--- src/b2da_pkg.sv ---
`timescale 1ns / 1ps
// ----------------------------------------------------------------------------
// b2da_pkg
// Shared constants, types and helper functions for the binary to decimal
// ASCII converter.
// ----------------------------------------------------------------------------
package b2da_pkg;

  localparam int MAX_DIGITS = 8;
  localparam int VALUE_W    = 16;
  localparam int HALF_W     = VALUE_W / 2;
  localparam int BCD_DIGITS = 5;
  localparam int BCD_W      = 4 * BCD_DIGITS;
  localparam int LO_BCD_W   = 12;
  localparam int BCD_IDX_W  = $clog2(BCD_DIGITS);
  localparam int CNT_W      = 4;
  localparam int N_W        = $clog2(MAX_DIGITS + 1);
  localparam int K_W        = $clog2(MAX_DIGITS);
  localparam int CHAR_W     = 6;
  localparam int DATA_W     = 32;
  localparam int ADDR_W     = 3;

  localparam logic [CNT_W-1:0]  DIGIT_COUNT_RESET = 4'd5;
  localparam logic [7:0]        ASCII_ZERO        = 8'h30;
  localparam logic [ADDR_W-1:0] ADDR_DIGIT_COUNT  = 3'd0;

  typedef struct packed {
    logic             valid;
    logic [BCD_W-1:0] bcd;
  } bcd_item_t;

  // one shift-and-add-3 step over the whole digit chain
  function automatic logic [BCD_W-1:0] b2da_step(input logic [BCD_W-1:0] bcd,
                                                 input logic bit_in);
    logic [BCD_W-1:0] adj;
    logic [3:0]       dig;
    for (int j = 0; j < BCD_DIGITS; j++) begin
      dig = bcd[4*j +: 4];
      if (dig >= 4'd5) begin
        dig = dig + 4'd3;
      end
      adj[4*j +: 4] = dig;
    end
    return {adj[BCD_W-2:0], bit_in};
  endfunction

  function automatic logic [N_W-1:0] b2da_eff_count(input logic [CNT_W-1:0] cnt);
    logic [N_W-1:0] n;
    if (cnt == '0) begin
      n = N_W'(1);
    end else if (int'(cnt) > MAX_DIGITS) begin
      n = N_W'(MAX_DIGITS);
    end else begin
      n = N_W'(cnt);
    end
    return n;
  endfunction

endpackage

--- src/b2da_if.sv ---
`timescale 1ns / 1ps
// ----------------------------------------------------------------------------
// b2da_if
// Valid/ready channels for the input value and the digit items.
// ----------------------------------------------------------------------------
interface b2da_in_if;
  import b2da_pkg::*;

  logic               valid;
  logic               ready;
  logic [VALUE_W-1:0] value;

  modport source (output valid, output value, input ready);
  modport sink   (input valid, input value, output ready);
endinterface

interface b2da_out_if;
  import b2da_pkg::*;

  logic              valid;
  logic              ready;
  logic [CHAR_W-1:0] digit_char;
  logic              last_digit;
  logic              overflow;

  modport source (output valid, output digit_char, output last_digit, output overflow,
                  input ready);
  modport sink   (input valid, input digit_char, input last_digit, input overflow,
                  output ready);
endinterface

--- src/b2da_cfg.sv ---
`timescale 1ns / 1ps
// ----------------------------------------------------------------------------
// b2da_cfg
// APB register block holding the digit count.
// ----------------------------------------------------------------------------
module b2da_cfg (
  input  logic                         clk_i,
  input  logic                         rst_ni,
  input  logic                         psel,
  input  logic                         penable,
  input  logic                         pwrite,
  input  logic [b2da_pkg::ADDR_W-1:0]  paddr,
  input  logic [b2da_pkg::DATA_W-1:0]  pwdata,
  output logic [b2da_pkg::DATA_W-1:0]  prdata,
  output logic                         pready,
  output logic [b2da_pkg::N_W-1:0]     count_o
);
  import b2da_pkg::*;

  logic [CNT_W-1:0] digit_count_q, digit_count_d;
  logic             wr_en;
  logic             sel_count;

  assign pready    = 1'b1;
  assign sel_count = (paddr[ADDR_W-1] == ADDR_DIGIT_COUNT[ADDR_W-1]);
  assign wr_en     = psel && penable && pwrite && pready && sel_count;

  always_comb begin
    digit_count_d = digit_count_q;
    if (wr_en) begin
      digit_count_d = pwdata[CNT_W-1:0];
    end
  end

  always_ff @(posedge clk_i or negedge rst_ni) begin
    if (!rst_ni) begin
      digit_count_q <= DIGIT_COUNT_RESET;
    end else begin
      digit_count_q <= digit_count_d;
    end
  end

  always_comb begin
    prdata = '0;
    if (sel_count) begin
      prdata = DATA_W'(digit_count_q);
    end
  end

  assign count_o = b2da_eff_count(digit_count_q);

endmodule

--- src/b2da_conv.sv ---
`timescale 1ns / 1ps
// ----------------------------------------------------------------------------
// b2da_conv
// Two-stage double dabble: the high byte is converted in the first stage,
// the low byte is shifted in during the second.
// ----------------------------------------------------------------------------
module b2da_conv (
  input  logic                          clk_i,
  input  logic                          rst_ni,
  input  logic                          in_valid_i,
  input  logic [b2da_pkg::VALUE_W-1:0]  in_value_i,
  output logic                          in_ready_o,
  output b2da_pkg::bcd_item_t           bcd_o,
  input  logic                          bcd_ready_i
);
  import b2da_pkg::*;

  logic                s1_valid_q, s1_valid_d;
  logic [LO_BCD_W-1:0] s1_bcd_q;
  logic [HALF_W-1:0]   s1_lo_q;
  logic                s2_valid_q, s2_valid_d;
  logic [BCD_W-1:0]    s2_bcd_q;
  logic [BCD_W-1:0]    hi_bcd;
  logic [BCD_W-1:0]    full_bcd;
  logic                s1_load;
  logic                s2_load;
  logic                s2_ready;

  always_comb begin
    hi_bcd = '0;
    for (int i = 0; i < HALF_W; i++) begin
      hi_bcd = b2da_step(hi_bcd, in_value_i[VALUE_W-1-i]);
    end
  end

  always_comb begin
    full_bcd = BCD_W'(s1_bcd_q);
    for (int i = 0; i < HALF_W; i++) begin
      full_bcd = b2da_step(full_bcd, s1_lo_q[HALF_W-1-i]);
    end
  end

  assign s2_ready   = !s2_valid_q || bcd_ready_i;
  assign in_ready_o = !s1_valid_q || s2_ready;
  assign s1_load    = in_valid_i && in_ready_o;
  assign s2_load    = s1_valid_q && s2_ready;

  always_comb begin
    s1_valid_d = s1_valid_q;
    if (in_ready_o) begin
      s1_valid_d = in_valid_i;
    end
    s2_valid_d = s2_valid_q;
    if (s2_ready) begin
      s2_valid_d = s1_valid_q;
    end
  end

  always_ff @(posedge clk_i or negedge rst_ni) begin
    if (!rst_ni) begin
      s1_valid_q <= 1'b0;
      s2_valid_q <= 1'b0;
    end else begin
      s1_valid_q <= s1_valid_d;
      s2_valid_q <= s2_valid_d;
    end
  end

  always_ff @(posedge clk_i) begin
    if (s1_load) begin
      s1_bcd_q <= hi_bcd[LO_BCD_W-1:0];
      s1_lo_q  <= in_value_i[HALF_W-1:0];
    end
    if (s2_load) begin
      s2_bcd_q <= full_bcd;
    end
  end

  assign bcd_o.valid = s2_valid_q;
  assign bcd_o.bcd   = s2_bcd_q;

endmodule

--- src/b2da_ser.sv ---
`timescale 1ns / 1ps
// ----------------------------------------------------------------------------
// b2da_ser
// Digit serialiser: holds one converted value and sends its digits as ASCII
// items, most significant first, with overflow and last-digit marks.
// ----------------------------------------------------------------------------
module b2da_ser (
  input  logic                         clk_i,
  input  logic                         rst_ni,
  input  b2da_pkg::bcd_item_t          bcd_i,
  output logic                         bcd_ready_o,
  input  logic [b2da_pkg::N_W-1:0]     count_i,
  output logic                         out_valid_o,
  input  logic                         out_ready_i,
  output logic [b2da_pkg::CHAR_W-1:0]  digit_char_o,
  output logic                         last_digit_o,
  output logic                         overflow_o
);
  import b2da_pkg::*;

  logic                             busy_q, busy_d;
  logic [K_W-1:0]                   k_q, k_d;
  logic [N_W-1:0]                   n_q;
  logic                             ovf_q;
  logic [BCD_DIGITS-1:0][3:0]       bcd_q;
  logic [BCD_DIGITS-1:0][3:0]       in_digits;
  logic                             ovf_in;
  logic                             load;
  logic                             out_acc;
  logic [N_W-1:0]                   pos;
  logic [3:0]                       digit;

  assign in_digits = bcd_i.bcd;

  // digits above the configured count mean the value does not fit
  always_comb begin
    ovf_in = 1'b0;
    for (int j = 0; j < BCD_DIGITS; j++) begin
      if ((N_W'(j) >= count_i) && (in_digits[j] != 4'd0)) begin
        ovf_in = 1'b1;
      end
    end
  end

  assign last_digit_o = ({1'b0, k_q} == N_W'(n_q - N_W'(1)));
  assign out_acc      = busy_q && out_ready_i;
  assign bcd_ready_o  = !busy_q || (out_ready_i && last_digit_o);
  assign load         = bcd_i.valid && bcd_ready_o;

  always_comb begin
    busy_d = busy_q;
    k_d    = k_q;
    if (load) begin
      busy_d = 1'b1;
      k_d    = '0;
    end else if (out_acc) begin
      if (last_digit_o) begin
        busy_d = 1'b0;
      end else begin
        k_d = k_q + K_W'(1);
      end
    end
  end

  always_ff @(posedge clk_i or negedge rst_ni) begin
    if (!rst_ni) begin
      busy_q <= 1'b0;
      k_q    <= '0;
    end else begin
      busy_q <= busy_d;
      k_q    <= k_d;
    end
  end

  always_ff @(posedge clk_i) begin
    if (load) begin
      bcd_q <= in_digits;
      n_q   <= count_i;
      ovf_q <= ovf_in;
    end
  end

  // position counted from the least significant digit
  assign pos = N_W'(n_q - N_W'(1) - N_W'(k_q));

  always_comb begin
    digit = 4'd0;
    if (int'(pos) < BCD_DIGITS) begin
      digit = bcd_q[pos[BCD_IDX_W-1:0]];
    end
  end

  assign out_valid_o  = busy_q;
  assign digit_char_o = CHAR_W'(ASCII_ZERO) + CHAR_W'(digit);
  assign overflow_o   = ovf_q;

endmodule

--- src/binary_to_decimal_ascii.sv ---
`timescale 1ns / 1ps
// ----------------------------------------------------------------------------
// binary_to_decimal_ascii
// Converts a 16-bit unsigned value into a run of ASCII decimal digits.
// ----------------------------------------------------------------------------
// Each accepted value produces n digit items, n being the digit_count
// register (0 reads as 1, above 8 reads as 8), most significant digit first,
// the last one marked by last_digit. overflow is set on every item of a run
// when the value is 10^n or more; the digits are then the value modulo 10^n.
// Conversion runs through two register stages (high byte, then low byte)
// before the digit serialiser takes the value. The digit serialiser sends
// one item per cycle on the output channel while the output is ready, and
// takes the next value as the last digit of a run is accepted; up to two
// further values wait in the conversion stages while a run is being sent.
// digit_count sits at byte address 0 of the APB port and resets to 5.
// ----------------------------------------------------------------------------
module binary_to_decimal_ascii (
  input  logic                         clk_i,
  input  logic                         rst_ni,
  b2da_in_if.sink                      inp_i,
  b2da_out_if.source                   out_o,
  input  logic                         psel,
  input  logic                         penable,
  input  logic                         pwrite,
  input  logic [b2da_pkg::ADDR_W-1:0]  paddr,
  input  logic [b2da_pkg::DATA_W-1:0]  pwdata,
  output logic [b2da_pkg::DATA_W-1:0]  prdata,
  output logic                         pready
);
  import b2da_pkg::*;

  logic [N_W-1:0] count;
  bcd_item_t      bcd_item;
  logic           bcd_ready;

  b2da_cfg u_cfg (
    .clk_i   (clk_i),
    .rst_ni  (rst_ni),
    .psel    (psel),
    .penable (penable),
    .pwrite  (pwrite),
    .paddr   (paddr),
    .pwdata  (pwdata),
    .prdata  (prdata),
    .pready  (pready),
    .count_o (count)
  );

  b2da_conv u_conv (
    .clk_i       (clk_i),
    .rst_ni      (rst_ni),
    .in_valid_i  (inp_i.valid),
    .in_value_i  (inp_i.value),
    .in_ready_o  (inp_i.ready),
    .bcd_o       (bcd_item),
    .bcd_ready_i (bcd_ready)
  );

  b2da_ser u_ser (
    .clk_i        (clk_i),
    .rst_ni       (rst_ni),
    .bcd_i        (bcd_item),
    .bcd_ready_o  (bcd_ready),
    .count_i      (count),
    .out_valid_o  (out_o.valid),
    .out_ready_i  (out_o.ready),
    .digit_char_o (out_o.digit_char),
    .last_digit_o (out_o.last_digit),
    .overflow_o   (out_o.overflow)
  );

endmodule

--- src/flat_wrapper.sv ---
// flat-port wrapper written by rule: the top's interface ports become plain ports
module binary_to_decimal_ascii_flat import b2da_pkg::*;
  (clk_i, rst_ni, psel, penable, pwrite, paddr, pwdata, prdata, pready, inp_i_valid, inp_i_value, inp_i_ready, out_o_valid, out_o_digit_char, out_o_last_digit, out_o_overflow, out_o_ready);
  b2da_in_if inp_i_i ();
  b2da_out_if out_o_i ();
  input  logic clk_i;
  input  logic rst_ni;
  input  logic psel;
  input  logic penable;
  input  logic pwrite;
  input  logic [b2da_pkg::ADDR_W-1:0] paddr;
  input  logic [b2da_pkg::DATA_W-1:0] pwdata;
  output logic [b2da_pkg::DATA_W-1:0] prdata;
  output logic pready;
  input wire logic [$bits(inp_i_i.valid)-1:0] inp_i_valid;
  input wire logic [$bits(inp_i_i.value)-1:0] inp_i_value;
  output wire logic [$bits(inp_i_i.ready)-1:0] inp_i_ready;
  output wire logic [$bits(out_o_i.valid)-1:0] out_o_valid;
  output wire logic [$bits(out_o_i.digit_char)-1:0] out_o_digit_char;
  output wire logic [$bits(out_o_i.last_digit)-1:0] out_o_last_digit;
  output wire logic [$bits(out_o_i.overflow)-1:0] out_o_overflow;
  input wire logic [$bits(out_o_i.ready)-1:0] out_o_ready;
  assign inp_i_i.valid = inp_i_valid;
  assign inp_i_i.value = inp_i_value;
  assign inp_i_ready = inp_i_i.ready;
  assign out_o_valid = out_o_i.valid;
  assign out_o_digit_char = out_o_i.digit_char;
  assign out_o_last_digit = out_o_i.last_digit;
  assign out_o_overflow = out_o_i.overflow;
  assign out_o_i.ready = out_o_ready;
  binary_to_decimal_ascii u_core (.clk_i(clk_i), .rst_ni(rst_ni), .inp_i(inp_i_i), .out_o(out_o_i), .psel(psel), .penable(penable), .pwrite(pwrite), .paddr(paddr), .pwdata(pwdata), .prdata(prdata), .pready(pready));
endmodule
--- config.mk ---
export PLATFORM = sky130hd
export DESIGN_NAME = binary_to_decimal_ascii_flat
export DESIGN_NICKNAME = d
export VERILOG_FILES = /design/src/b2da_pkg.sv /design/src/b2da_if.sv /design/src/b2da_cfg.sv /design/src/b2da_conv.sv /design/src/b2da_ser.sv /design/src/binary_to_decimal_ascii.sv /design/src/flat_wrapper.sv
export SDC_FILE = /design/constraint.sdc
export NUM_CORES = 1
export LEC_CHECK = 0
export BUFFER_PORTS_ARGS = -buffer_cell sky130_fd_sc_hd__clkbuf_2
export CAP_MARGIN = 20
export CORE_MARGIN = 4
export CORE_UTILIZATION = 36
export CTS_CLUSTER_SIZE = 24
export DETAILED_ROUTE_END_ITERATION = 10
export PLACE_DENSITY_LB_ADDON = 0.25
export SYNTH_ARGS = -nofsm -noshare
export SYNTH_HDL_FRONTEND = slang
export SYNTH_SLANG_ARGS = --single-unit
--- constraint.sdc ---
create_clock -name clk_i -period 8.96 [get_ports clk_i]
set_input_delay 2.24 -clock clk_i [delete_from_list [all_inputs] [get_ports clk_i]]
set_output_delay 2.24 -clock clk_i [all_outputs]
set_load 0.05 [all_outputs]
# ---- Word level (Yosys, flattened, before mapping)
# Index checks and enable logic that the tools add are counted.
dict set report word_totals {
  ff_bits 73
  in_bits 58
  output_inout_bits 43
  elab_cells 188
}
dict set report classes {
  addsub 42
  n_lt_le_gt_ge 46
  eq_ne 2
  mux 51
  n_bitwise 1
  n_reduce_logical 30
}
# operator count
set ops {}
lappend ops {{two-way mux 4 bit} 39}
lappend ops {{greater-or-equal comparator 4 x 3 -> 1 bit (second input constant)} 33}
lappend ops {{adder 4 x 2 -> 4 bit (second input constant)} 32}
lappend ops {{two-way mux 3 bit} 7}
lappend ops {{nonzero test 4 bit} 5}
lappend ops {{logical AND 1 bit} 13}
lappend ops {{adder 3 x 2 -> 4 bit (second input constant)} 3}
lappend ops {{binary-select mux 4 bit (select 3 bit)} 1}
lappend ops {{greater-or-equal comparator 3 bit (second input constant)} 4}
lappend ops {{greater-or-equal comparator 1 x 4 -> 1 bit (first input constant)} 2}
lappend ops {{greater-or-equal comparator 2 x 4 -> 1 bit (first input constant)} 2}
lappend ops {{adder 3 x 2 -> 3 bit (second input constant)} 2}
lappend ops {{adder 5 x 5 -> 6 bit (first input constant)} 1}
lappend ops {{equality test 3 x 4 -> 1 bit} 1}
lappend ops {{greater-or-equal comparator 3 x 4 -> 1 bit (first input constant)} 1}
lappend ops {{greater-than comparator 4 bit (second input constant)} 1}
lappend ops {{logical NOT 4 bit} 1}
lappend ops {{< comparator 3 x 4 -> 1 bit (second input constant)} 1}
lappend ops {{< comparator 4 x 3 -> 1 bit (second input constant)} 1}
lappend ops {{two-way mux 1 bit} 4}
lappend ops {{AND reduction 2 bit} 2}
lappend ops {{nonzero test 2 bit} 2}
lappend ops {{OR reduction 4 bit} 1}
lappend ops {{subtractor 4 x 1 -> 4 bit (second input constant)} 1}
lappend ops {{8 further kinds} 12}

# ---- Logic depth before layout (Yosys ltp)
dict set report logic_depth {
  ltp_word 16
  mapped_depth 34
  depth_no_buf 34
}

# ---- Cells and area by module
# From an unflattened synthesis, not the netlist that was laid out.
dict set report unflattened {
  hier_cells 861
  area_unflattened_um2 7529.7
}
# module instances cells_per_inst area_per_inst_um2 seq_area_each_um2
set modules_own_cells {}
lappend modules_own_cells {b2da_conv 1 703 5614.1 1191.1}
lappend modules_own_cells {b2da_ser 1 109 1453.9 850.8}
lappend modules_own_cells {b2da_cfg 1 49 461.7 102.6}

# ---- Worst setup path after synthesis
# Ideal clock, no wire load.
dict set report synth_path {
  kind {input port to flip-flop}
  startpoint {in inp_i_value[14]}
  endpoint {reg u_core.u_conv.s1_bcd_q[2], data pin}
  setup_ps 274
  t_arrival_ps 6011
  required_time_ps 8686
  slack_ps 2675
  cell_stages 23
  path_buffers 0
  cell_sequence {inv_1 > ha_1 > nor2_1 > nor3_1 > a21oi_1 > ha_1 > inv_1 > o21ai_0 > nand2_1 > xnor2_1 > ha_1 > nand2b_1 > a21boi_0 > xnor2_1 > ha_1 > inv_1 > o21ai_0 > nand2_1 > xnor2_1 > ha_1 > nand2b_1 > a21boi_0 > mux2i_1}
}
dict set report synth_via {
  elab_chain_cells 10
  elab_cells_between_ends 15
  classes_between {add/sub (5); order compare (5); mux (5)}
}
# item line
set synth_lines {}
lappend synth_lines {{start: declaration} flat_wrapper.sv:16} ;# input wire logic [$bits(inp_i_i.value)-1:0] inp_i_value;
lappend synth_lines {{adder 3 x 2 -> 4 bit / greater-or-equal comparator 3 bit (equally long branches)} {b2da_pkg.sv:40, b2da_pkg.sv:39}}
lappend synth_lines {{two-way mux 4 bit *} b2da_pkg.sv:39} ;# if (dig >= 4'd5) begin
lappend synth_lines {{adder 4 x 2 -> 4 bit / greater-or-equal comparator 4 x 3 -> 1 bit (equally long branches)} {b2da_pkg.sv:40, b2da_pkg.sv:39}}
lappend synth_lines {{two-way mux 4 bit *} b2da_pkg.sv:39}
lappend synth_lines {{greater-or-equal comparator 4 x 3 -> 1 bit / adder 4 x 2 -> 4 bit (equally long branches)} {b2da_pkg.sv:39, b2da_pkg.sv:40}}
lappend synth_lines {{two-way mux 4 bit *} b2da_pkg.sv:39}
lappend synth_lines {{greater-or-equal comparator 4 x 3 -> 1 bit / adder 4 x 2 -> 4 bit (equally long branches)} {b2da_pkg.sv:39, b2da_pkg.sv:40}}
lappend synth_lines {{two-way mux 4 bit *} b2da_pkg.sv:39}
lappend synth_lines {{adder 4 x 2 -> 4 bit / greater-or-equal comparator 4 x 3 -> 1 bit (equally long branches)} {b2da_pkg.sv:40, b2da_pkg.sv:39}}
lappend synth_lines {{two-way mux 4 bit *} b2da_pkg.sv:39}
lappend synth_lines {{net u_core.u_conv.hi_bcd[2]} b2da_conv.sv:23} ;# logic [BCD_W-1:0] hi_bcd;
lappend synth_lines {{end signal: assignment} b2da_conv.sv:71} ;# s1_bcd_q <= hi_bcd[LO_BCD_W-1:0];
lappend synth_lines {{end: declaration} b2da_conv.sv:19} ;# logic [LO_BCD_W-1:0] s1_bcd_q;
# The timed path passes the listed nets; every way through them passes the cells marked *.
# A chain may end at the register's enable or synchronous reset.

# ---- Final worst setup path
dict set report layout_path {
  startpoint {reg u_core.u_conv.s1_bcd_q[0]}
  endpoint {reg u_core.u_conv.s2_bcd_q[18], data pin}
}
dict set report layout_via {
  elab_chain_cells 16
  elab_cells_between_ends 54
  classes_between {add/sub (18); order compare (18); mux (18)}
}
# item line
set layout_lines {}
lappend layout_lines {{adder 4 x 2 -> 4 bit / greater-or-equal comparator 4 x 3 -> 1 bit (equally long branches)} {b2da_pkg.sv:40, b2da_pkg.sv:39}}
lappend layout_lines {{two-way mux 4 bit *} b2da_pkg.sv:39}
lappend layout_lines {{adder 4 x 2 -> 4 bit / greater-or-equal comparator 4 x 3 -> 1 bit (equally long branches)} {b2da_pkg.sv:40, b2da_pkg.sv:39}}
lappend layout_lines {{two-way mux 4 bit} b2da_pkg.sv:39}
lappend layout_lines {{adder 4 x 2 -> 4 bit / greater-or-equal comparator 4 x 3 -> 1 bit (equally long branches)} {b2da_pkg.sv:40, b2da_pkg.sv:39}}
lappend layout_lines {{two-way mux 4 bit} b2da_pkg.sv:39}
lappend layout_lines {{adder 4 x 2 -> 4 bit (tied with other cells)} b2da_pkg.sv:40} ;# dig = dig + 4'd3;
lappend layout_lines {{two-way mux 4 bit} b2da_pkg.sv:39}
lappend layout_lines {{adder 4 x 2 -> 4 bit / greater-or-equal comparator 4 x 3 -> 1 bit (equally long branches)} {b2da_pkg.sv:40, b2da_pkg.sv:39}}
lappend layout_lines {{two-way mux 4 bit} b2da_pkg.sv:39}
lappend layout_lines {{adder 4 x 2 -> 4 bit / greater-or-equal comparator 4 x 3 -> 1 bit (equally long branches)} {b2da_pkg.sv:40, b2da_pkg.sv:39}}
lappend layout_lines {{two-way mux 4 bit} b2da_pkg.sv:39}
lappend layout_lines {{adder 4 x 2 -> 4 bit (tied with other cells)} b2da_pkg.sv:40}
lappend layout_lines {{two-way mux 4 bit / two-way mux 3 bit (equally long branches)} b2da_pkg.sv:39}
lappend layout_lines {{greater-or-equal comparator 4 x 3 -> 1 bit / adder 3 x 2 -> 3 bit (equally long branches)} {b2da_pkg.sv:39, b2da_pkg.sv:40}}
lappend layout_lines {{two-way mux 3 bit *} b2da_pkg.sv:39}
lappend layout_lines {{net u_core.u_conv.full_bcd[18]} b2da_conv.sv:24} ;# logic [BCD_W-1:0] full_bcd;
lappend layout_lines {{end signal: assignment} b2da_conv.sv:75} ;# s2_bcd_q <= full_bcd;
lappend layout_lines {{end: declaration} b2da_conv.sv:22} ;# logic [BCD_W-1:0] s2_bcd_q;
# Marked as above.

==> results.ini <==
[synthesis]
syn_inst=841
ys_seq_elements=73
synth-async-reset-ratio=0.137
synth_ff_type=edfxtp_1
avgSynthCellArea_um2=8.94
ys_seq_area_frac=0.285
synth_area_um2=7510
synth_enable_flop_cells=63
yosysWarnings=0
yosysUniqueCellTypes=106

[finish]
fillers=2047
final_cell_mix=nand2_1 (74), edfxtp_1 (63), a21oi_1 (53)
drive_above_1_share=0.152
fin_nets=968
diodes=0
areaGrowthSynthToFinish_pct=8.19
final_common_cell=nand2_1

[status]
outcome=complete, no violations

[global_routing]
grt_pass1_vias=5545
track_usage=0.126
grt_max_degree=26
grt_pass1_wl_mm=25.5
overflow=0
antenna_found_initial=0

[cts]
cts-resized-gates=0
clkSlewWorstSetupHoldPaths_ns=0.06
cts_tree=built
clockBufferDepth=2
clock-sinks=73
htree_levels=3
cts_buffers=9
clkLatencyLatePin_ns=0.34
cts_root_buf=clkbuf_16
cts_setup_buffers=0
cts.hold.buffers_added=0

[sta]
timing.final.hold_violations=0
setup_viol=0
fin_setup_tns_ns=0
min_period_ns=7.32
maxSlewHeadroom=0.405
finClkSkew_ns=0.00989
rsz0062_at_grt=false
max_freq_mhz=137
maxSlewViolCount=0
final.period_utilization=0.816
tightestPinTransition_ns=0.886

[critical_path]
crit_required_ns=9.05
cp_slowest_cell=xnor2_1
r2r_setup_slack_ns=1.64
crit_path_max_fanout=12
cpMostUsedCell=ha_1
critPathKind=reg -> reg
slowest_delay_ns=0.72
endpoint_kind=register
critPathArrivalTime_ns=7.41
start_kind=register

[routing]
first_iter_violations=304
vias_per_cell=5.26
wl_per_cell_um=12.8
drt-total-wl_mm=14.7
drc=0
route.vias.total=6022
ant_nets=0
firstDrtPassIters=4

[die]
num_rows=52
die_y_um=152
dieArea_um2=23300
initial_core_util=0.369
io_pins=101
die_w_um=152
core_um2=20400

[job]
cap_violations=0

[placement]
numPortBuffers=39
place.detailed.hpwl_mm=11.1
routabilityCongestion=0.835

[hold_path]
hp-class=reg -> reg

[final cells by class]
cell class                 instances  area, µm²  share of cell area
multi-input combinational        689       4940               0.607
sequential                        73       2140               0.264
tap                              270        338              0.0416
clock buffer                       9        225              0.0277
timing repair buffer              42        225              0.0277
inverter                          54        203              0.0249
clock inverter                     7       58.8             0.00723
[sequential cells by signal, indices dropped and copies added (netlist names)]
register and cells:
u_core.u_ser.overflow_o 1, u_core.u_ser.k_q 3, u_core.u_ser.out_valid_o 1, u_core.u_ser.bcd_q 20, u_core.u_ser.n_q 4, u_core.u_conv.s1_lo_q 8, u_core.u_cfg.digit_count_q 4, u_core.u_conv.s1_valid_q 1
u_core.u_conv.s2_valid_q 1, u_core.u_conv.s2_bcd_q 20, u_core.u_conv.s1_bcd_q 10
[synth_stat cells (9+ instances only)]
library cell / number / area share
a21o_1: 9 / 0.0090
a21oi_1: 53 / 0.035
and2_1: 10 / 0.0083
buf_4: 32 / 0.032
clkbuf_1: 15 / 0.0075
edfxtp_1: 63 / 0.25
ha_1: 40 / 0.067
inv_1: 49 / 0.024
mux2_2: 13 / 0.019
mux2i_1: 20 / 0.027
nand2_1: 74 / 0.037
nand2b_1: 13 / 0.011
nand3_1: 32 / 0.021
nor2_1: 52 / 0.026
nor2b_1: 16 / 0.013
nor3_1: 31 / 0.021
o211ai_1: 12 / 0.012
o21a_1: 12 / 0.012
o21ai_0: 43 / 0.029
o21ai_1: 15 / 0.010
xnor2_1: 18 / 0.021
[worst paths after layout]
| kind | startpoint | endpoint | cells past startpoint |
|---|---|---|---|
| worst max register to register | u_core.u_conv.s1_bcd_q[0] | u_core.u_conv.s2_bcd_q[18] | 29 |
| worst min-delay path | u_core.u_conv.s2_bcd_q[3] | u_core.u_ser.bcd_q[3] | 0 |
| worst max-delay path | u_core.u_conv.s1_bcd_q[0] | u_core.u_conv.s2_bcd_q[18] | 29 |
| max in group asynchronous | rst_ni | u_core.u_cfg.digit_count_q[0] | 1 |
| min in group asynchronous | rst_ni | u_core.u_ser.k_q[0] | 1 |
| worst min register to register | u_core.u_conv.s2_bcd_q[3] | u_core.u_ser.bcd_q[3] | 0 |
[kinds of logic (layout without fill, tap and decap cells)]
| family | count (synthesis) | after routing | synth area share |
|---|---|---|---|
| compound gates | 265 | 265 | 0.264 |
| xor+xnor | 33 | 33 | 0.0498 |
| fa+ha+maj | 42 | 42 | 0.0706 |
| buf+inv | 108 | 112 | 0.0726 |
| flops | 73 | 73 | 0.285 |
| mux | 44 | 44 | 0.0744 |
| other cells | 2 | 31 | 0.000999 |
| simple gates | 274 | 274 | 0.182 |
[critical path: cells and delay by family (launching register included)]
kind	cells	cell delay (ns)
xor gates and xnor gates	4	1.43
DFF	1	0.57
and+or+nand+nor	6	1.16
adders and majority gates	6	1.45
buffers and inverters	3	0.46
AOI/OAI and AO/OA	10	2.00
[metrics by stage]
stage / cell area, µm² / std cells / utilization / setup slack, ns / hold slack [ns]
floorplan: 7620 / 870 / - / 2.68 / 0.400
global placement: 7830 / 1127 / 0.385 / 1.78 / 0.403
detailed placement: 7830 / 1127 / 0.385 / 1.69 / 0.405
CTS: 8120 / 1143 / 0.399 / 1.64 / 0.420
global route: 8130 / 1144 / 0.399 / 1.01 / 0.435
finish: 8130 / 1144 / 0.399 / 1.64 / 0.418
[routing by layer]
metal	vias up	routed length, µm	track usage
met1	2787	7060	0.165
met5	-	0	0
met4	0	172	0.0344
met3	12	371	0.0250
li1	3148	-	-
met2	75	7070	0.212
Power is left out: the tool's default activity adds up to more than one toggle a clock period on the data nets, which glitch-free logic cannot reach.
